**config.mk**
```make
export PLATFORM = sky130hd
export DESIGN_NAME = gbt_ram
export DESIGN_NICKNAME = d
export VERILOG_FILES = /design/src/gbt_ram.sv
export SDC_FILE = /design/constraint.sdc
export NUM_CORES = 1
export LEC_CHECK = 0
export BUFFER_PORTS_ARGS = -buffer_cell sky130_fd_sc_hd__buf_2
export CORE_MARGIN = 5
export CORE_UTILIZATION = 46
export CTS_CLUSTER_SIZE = 16
export DETAILED_ROUTE_END_ITERATION = 8
export PLACE_DENSITY = 0.71
export RECOVER_POWER = 100
export SLEW_MARGIN = 20
export SYNTH_ARGS = -nofsm -noshare
export SYNTH_HDL_FRONTEND = slang
export SYNTH_SLANG_ARGS = --single-unit
```
**constraint.sdc**
```tcl
create_clock -name clk_i -period 4.27 [get_ports clk_i]
set_clock_uncertainty 0.1 [all_clocks]
set_input_delay 0.2135 -clock clk_i [delete_from_list [all_inputs] [get_ports clk_i]]
set_output_delay 0.2135 -clock clk_i [all_outputs]
set_load 0.005 [all_outputs]
```
**src/gbt_ram.sv**
```systemverilog
// ----------------------------------------------------------------------------
// gbt_ram
// Simple dual-port synchronous RAM, one write and one registered read port.
// ----------------------------------------------------------------------------
module gbt_ram #(
  parameter int WIDTH = 8,
  parameter int DEPTH = 64
) (
  input  logic                     clk_i,
  input  logic                     we_i,
  input  logic [$clog2(DEPTH)-1:0] waddr_i,
  input  logic [WIDTH-1:0]         wdata_i,
  input  logic [$clog2(DEPTH)-1:0] raddr_i,
  output logic [WIDTH-1:0]         rdata_o
);

  logic [WIDTH-1:0] mem [DEPTH];

  // write port
  always_ff @(posedge clk_i) begin
    if (we_i) begin
      mem[waddr_i] <= wdata_i;
    end
  end

  // read port, registered
  always_ff @(posedge clk_i) begin
    rdata_o <= mem[raddr_i];
  end

endmodule

```
==> metrics.csv, run 1 <==
metric;value;unit
Post-Syn Area per Cell;21.5;µm²
CP startpoint;raddr_i[0];
Worst R2R Setup Slack;1780;ps
clk buf depth;3;
Pwr Total;10.2;mW
Placer Congestion;0.834;
Levels on crit path;6;
gr ovfl total;0;
drt pass-1 iters;5;
Yosys reg bits;520;
CP max stage cell;clkbuf_4;
Core Footprint;43300;µm²
register area;15500;µm²
Setup CP Type;in2reg;
Pwr Density;458;nW/µm²
layout cells sized above 1;22.0;%
GR Util All Layers;18.4;%
DRT iter0 DRCs;1107;
clock-pin slew on the worst setup and hold paths;60;ps
Post-CTS Resized;0;
Synth Warn #;0;
Worst path max stage delay;1190;ps
first-pass GRT wire length;65000;µm
Chip Height;219;µm
Initial Utilization;46.6;%
Max-cap violations;9;
crit start category;input pin;
FILL cells;3301;
die extent in x;219;µm
Clock Root Buffer;clkbuf_16;
Multi-input gate area;4320;µm²
mapped cell area;20200;µm²
RSZ-0062 raised after global routing;no;
# rows;76;
vias per cell;6.00;
Pleak;6.79;nW
clock sinks;520;
CTS buffer count;50;
mean routed wirelength per cell;27.5;µm
Post-Route WL;43900;µm
Tcrit/Tclk final;76.2;%
largest net degree at the start of global routing;84;
DRC Markers;0;
worst skew pair latency;570;ps
cells on worst reg2reg path;5;
ANT nets after route;0;
EDFF count, synth;512;
Crit. End Element;register;
crit-path cells;clkbuf_4, mux4_2, mux2_1, o221a_2, nor3_1, o32ai_1;
Slew headroom;-100;%
Max Clock Freq;307;MHz
fin nets;1006;
pre-CTS setup slack;1080;ps
Req. time, crit path;4580;ps
Least-Margin Pin Slew;3000;ps
failing checks;max-capacitance violations, max-slew violations;
Worst Setup EP;rdata_o[4];
Hold Violations, Final;0;
setup TNS;0;ps
Finish-stage setup viols;0;
Synth async-reset ratio;0;%
ys flop type;edfxtp_1;
Hold Path Depth;4;
worst-path fanout max;83;
crit path DAT;3570;ps
hpwl dp;25900;µm
initial antenna violation count;0;
io pins;30;
Post-Synthesis Cells;940;
most frequent cells in the layout;512 x edfxtp_1, 126 x mux4_2, 83 x nor2_1;
CTS tree;built;
die area;48100;µm²
Critical R2R Capture;rdata_o[4];
via count;9600;
vias in the first global route;9881;
maximum vdd drop;0.337;mV
minimum clock period;3250;ps
register area share after synthesis;77.0;%
status;finished, violations left;
Max Slew Vio Count;603;
PnR worst setup slack;1020;ps
most common cell after layout, fill and taps aside;edfxtp_1;
critical path's top delay family;buffers and inverters;
Synthesized Nets;962;
number of H-tree levels;2;
Worst R2R Start;mem[29][4];
Area Growth Syn to Fin;10.5;%
Netlist cell types;40;
I/O Buffers;29;
worst path bufs/invs;1;
antenna cell count;0;
min-delay worst type;in2reg;
==> kinds of logic after synthesis <==
group | after synthesis | share of synthesized area [%]
flops | 520 | 77.0
buf+inv | 51 | 1.57
simple gates | 153 | 3.39
compound gates | 54 | 2.07
mux | 162 | 15.9
==> flip-flops by register name, indices dropped and copies added, names as in the netlist <==
name     cells
mem        512
rdata_o      8
==> per-stage QoR <==
step	util (%)	hold WS (ps)	instance area [µm²]	std cells
global placement	48.2	527	20900	1516
floorplan	-	212	20200	940
CTS	51.6	110	22300	1599
finish	51.5	129	22300	1599
global route	51.5	152	22300	1599
detailed placement	48.2	516	20900	1516
==> cell usage after synthesis (3+ instances only) <==
library cell,instances,area (µm²)
edfxtp_1,512,15400
mux4_2,126,2840
nor2_1,83,312
mux2i_1,23,230
nand2_1,19,71.3
clkbuf_1,17,63.8
nor2b_1,14,87.6
buf_4,13,97.6
mux2_2,13,146
nand3_1,13,65.1
buf_2,11,55.1
dfxtp_1,8,160
o221ai_1,8,70.1
o22ai_1,8,50.1
nand2b_1,7,43.8
nor3_1,7,35.0
a221oi_1,6,52.6
a211oi_1,4,30.0
buf_1,4,15.0
buf_6,4,45.0
a21oi_1,3,15.0
a22oi_1,3,22.5
nand3b_1,3,22.5
o2111ai_1,3,26.3
o2bb2ai_1,3,26.3
==> worst min-delay path: stages <==
cell       delay [ps]
buf_2             220
o2111ai_1         140
nand2_1            70
o2bb2ai_1         110
==> metal layers <==
layer,vias to the layer above,share of wire (%),global-route usage [%]
met5,-,0,0
met4,0,2.9,4.88
met3,95,10,4.98
met2,470,46,27.9
met1,5021,41,26.7
li1,4014,-,-
==> power breakdown <==
| part | internal, mW | switching [mW] | leakage (nW) |
|---|---|---|---|
| sequential | 5.66 | 0.0185 | 4.67 |
| clock | 2.24 | 1.78 | 0.702 |
| combinational | 0.186 | 0.319 | 1.41 |
| total | 8.08 | 2.12 | 6.79 |
==> area by class of cell <==
class	instances	share of cell area [%]
Clock inverter	19	0.415
Timing Repair Buffer	43	1.12
Multi-Input combinational cell	369	19.4
Tap cell	585	3.28
Clock buffer	63	6.12
Sequential cell	520	69.7
==> timing repair <==
action	in CTS	in global routing
hold buffers	1	0
endpoints found under the hold margin	2	0
buffers inserted	0	0
endpoints found under the setup margin	0	0
==> worst min-delay path by stage <==
stage | from | end | slack [ps]
after global placement | rdata_o[6] | rdata_o[6] | 530
after floorplan | wdata_i[0] | mem[0][0] | 210
after global routing | raddr_i[4] | rdata_o[1] | 150
after CTS | raddr_i[4] | rdata_o[1] | 110
after detailed placement | rdata_o[6] | rdata_o[6] | 520
final | raddr_i[4] | rdata_o[1] | 130
(Power assumes the default switching activity.)
==> run 2, diff against run 1 <==
==> constraint.sdc (replaced) <==
create_clock -name clk_i -period 3.3 [get_ports clk_i]
set_clock_uncertainty 0.1 [all_clocks]
set_input_delay 0.165 -clock clk_i [delete_from_list [all_inputs] [get_ports clk_i]]
set_output_delay 0.165 -clock clk_i [all_outputs]
set_load 0.005 [all_outputs]
==> metrics.csv, run 2 (same netlist as run 1, synthesis figures left out) <==
metric;value;unit;change
cells on worst reg2reg path;5;;unchanged
ANT nets after route;0;;unchanged
Worst R2R Start;mem[29][6];;
M3 GR Usage;3.60;%;-1.4 points
mean routed wirelength per cell;27.0;µm;-1.8%
met1 global-route usage;27.9;%;+1.2 points
Critical R2R Capture;rdata_o[6];;
vias in the first global route;9807;;-0.75%
clk buf depth;3;;unchanged
Placed Cells;1556;;+2.6%
status;finished, violations left;;
largest net degree at the start of global routing;65;;-23%
minimum clock period;2650;ps;
hold path endpoint;rdata_o[1];;
Post-CTS Setup Inserts;0;;unchanged
I/O Buffers;29;;unchanged
Clock Root Buffer;clkbuf_16;;
Pwr Density;596;nW/µm²;+30%
combinational share of power;4.9;%;about the same
number of H-tree levels;2;;unchanged
Placer Congestion;0.853;;+2.3%
Final Cell Area;22600;µm²;+1.3%
maximum vdd drop;0.481;mV;+43%
Tcrit/Tclk final;80.3;%;
fin nets;1047;;+4.1%
Worst path max stage delay;880;ps;-310 ps
Slew headroom;-93.3;%;+7.0 points
via count;9818;;+2.3%
Layout Cells excl Fill;1649;;+3.1%
Initial Utilization;46.6;%;unchanged
vias per cell;5.95;;-0.83%
sequential group share of total power;54.6;%;-1.1 points
setup TNS;0;ps;unchanged
most frequent cells in the layout;512 x edfxtp_1, 126 x mux4_2, 83 x nor2_1;;
clock network fraction of total power;40.5;%;+1.1 points
worst skew pair latency;580;ps;about the same
Pleak;6.92;nW;+2.0%
most common cell after layout, fill and taps aside;edfxtp_1;;
CTS buffer count;48;;-4.0%
first-pass GRT wire length;66300;µm;+2.0%
Post-CTS Resized;0;;unchanged
pre-CTS setup slack;667;ps;-416 ps
Finish-stage setup viols;0;;unchanged
clock-pin slew on the worst setup and hold paths;70;ps;about the same
min-delay worst type;in2reg;;
met2 Track Usage GR;29.3;%;+1.5 points
CTS tree;built;;
Post-DP Area;21200;µm²;+1.5%
antenna cell count;0;;unchanged
CP max stage cell;nor2_1;;
# rows;76;;unchanged
clock sinks;520;;unchanged
Post-Route WL;44500;µm;+1.3%
DRT iter0 DRCs;1158;;+4.6%
Hold Path Depth;3;;-1
Req. time, crit path;3390;ps;-1190 ps
failing checks;max-capacitance violations, max-slew violations;;
hpwl dp;27200;µm;+5.0%
crit-path cells;dlygate4sd3_1, clkbuf_1, nor2b_1, nand3_1, nor2_1;;
crit path DAT;2740;ps;-830 ps
cts hold-fix bufs;4;;+3
Max Slew Vio Count;459;;-24%
PnR worst setup slack;649;ps;-368 ps
Area Growth Syn to Fin;11.9;%;
die area;48100;µm²;unchanged
Worst R2R Setup Slack;1060;ps;-720 ps
critical path's top delay family;simple AND/OR/NAND/NOR gates;;
io pins;30;;unchanged
drt pass-1 iters;5;;unchanged
Hold Violations, Final;0;;unchanged
initial antenna violation count;0;;unchanged
Biggest register;mem;;
crit start category;input pin;;
switching share of total power;20.7;%;-0.11 points
DRC Markers;0;;unchanged
Chip Height;219;µm;unchanged
Core Footprint;43300;µm²;unchanged
gr ovfl total;0;;unchanged
Least-Margin Pin Slew;2900;ps;-105 ps
GR Util All Layers;18.8;%;+0.41 points
Setup CP Type;in2reg;;
Psw;2.78;mW;+31%
RSZ-0062 raised after global routing;no;;
layout cells sized above 1;22.0;%;about the same
Max-cap violations;9;;unchanged
die extent in x;219;µm;unchanged
worst hold start;raddr_i[4];;
Max Clock Freq;377;MHz;
Int Pwr;10.7;mW;+32%
max FFs per register;512;;unchanged
worst path bufs/invs;2;;+1
worst-path fanout max;10;;-88%
Largest regs;mem x512, rdata_o x8;;
Crit. End Element;register;;
GRT busiest layer;met2;;
[run 2: worst max path at each step]
stage | from | end | slack, ps | cells past startpoint
floorplan | raddr_i[1] | rdata_o[3] | 1370 | 7
global placement | raddr_i[0] | rdata_o[4] | 700 | 6
detailed placement | raddr_i[0] | rdata_o[4] | 670 | 6
CTS | waddr_i[1] | mem[59][0] | 940 | 5
global route | raddr_i[0] | rdata_o[3] | 510 | 6
finish | waddr_i[1] | mem[59][0] | 650 | 5
[run 2: cell type report]
type                    count  area (µm²)
flip-flops and latches    520       15500
clock inverters            28         258
clock buffers              61        1270
multi-input cells         369        4320
fillers                  3326       20700
well taps                 585         732
repair buffers             86         458
[run 2: power by group through the flow]
stage | registers [mW] | clock network (mW) | logic (mW)
after global routing | 7.35 | 5.81 | 0.704
after CTS | 7.34 | 5.54 | 0.674
after detailed placement | 7.48 | 0 | 0.668
after floorplan | 7.46 | 0 | 0.390
final | 7.35 | 5.45 | 0.660
after global placement | 7.48 | 0 | 0.656
[run 2: metal layers]
layer | up-vias | part of all wire (%)
li1 | 4102 | -
met3 | 73 | 9.2
met5 | - | 0
met1 | 5161 | 41
met4 | 0 | 2.2
met2 | 482 | 47
[run 2: metrics by stage]
step	utilization, %	hold WS [ps]	total power, mW
floorplan	-	164	7.85
global placement	48.9	489	8.13
detailed placement	48.9	491	8.15
CTS	52.6	69.6	13.5
global route	52.2	99.9	13.9
finish	52.2	106	13.5
[run 2: tightest hold or removal path: stages]
cell,delay (ps)
buf_2,280
nand2_1,180
o2bb2ai_1,110
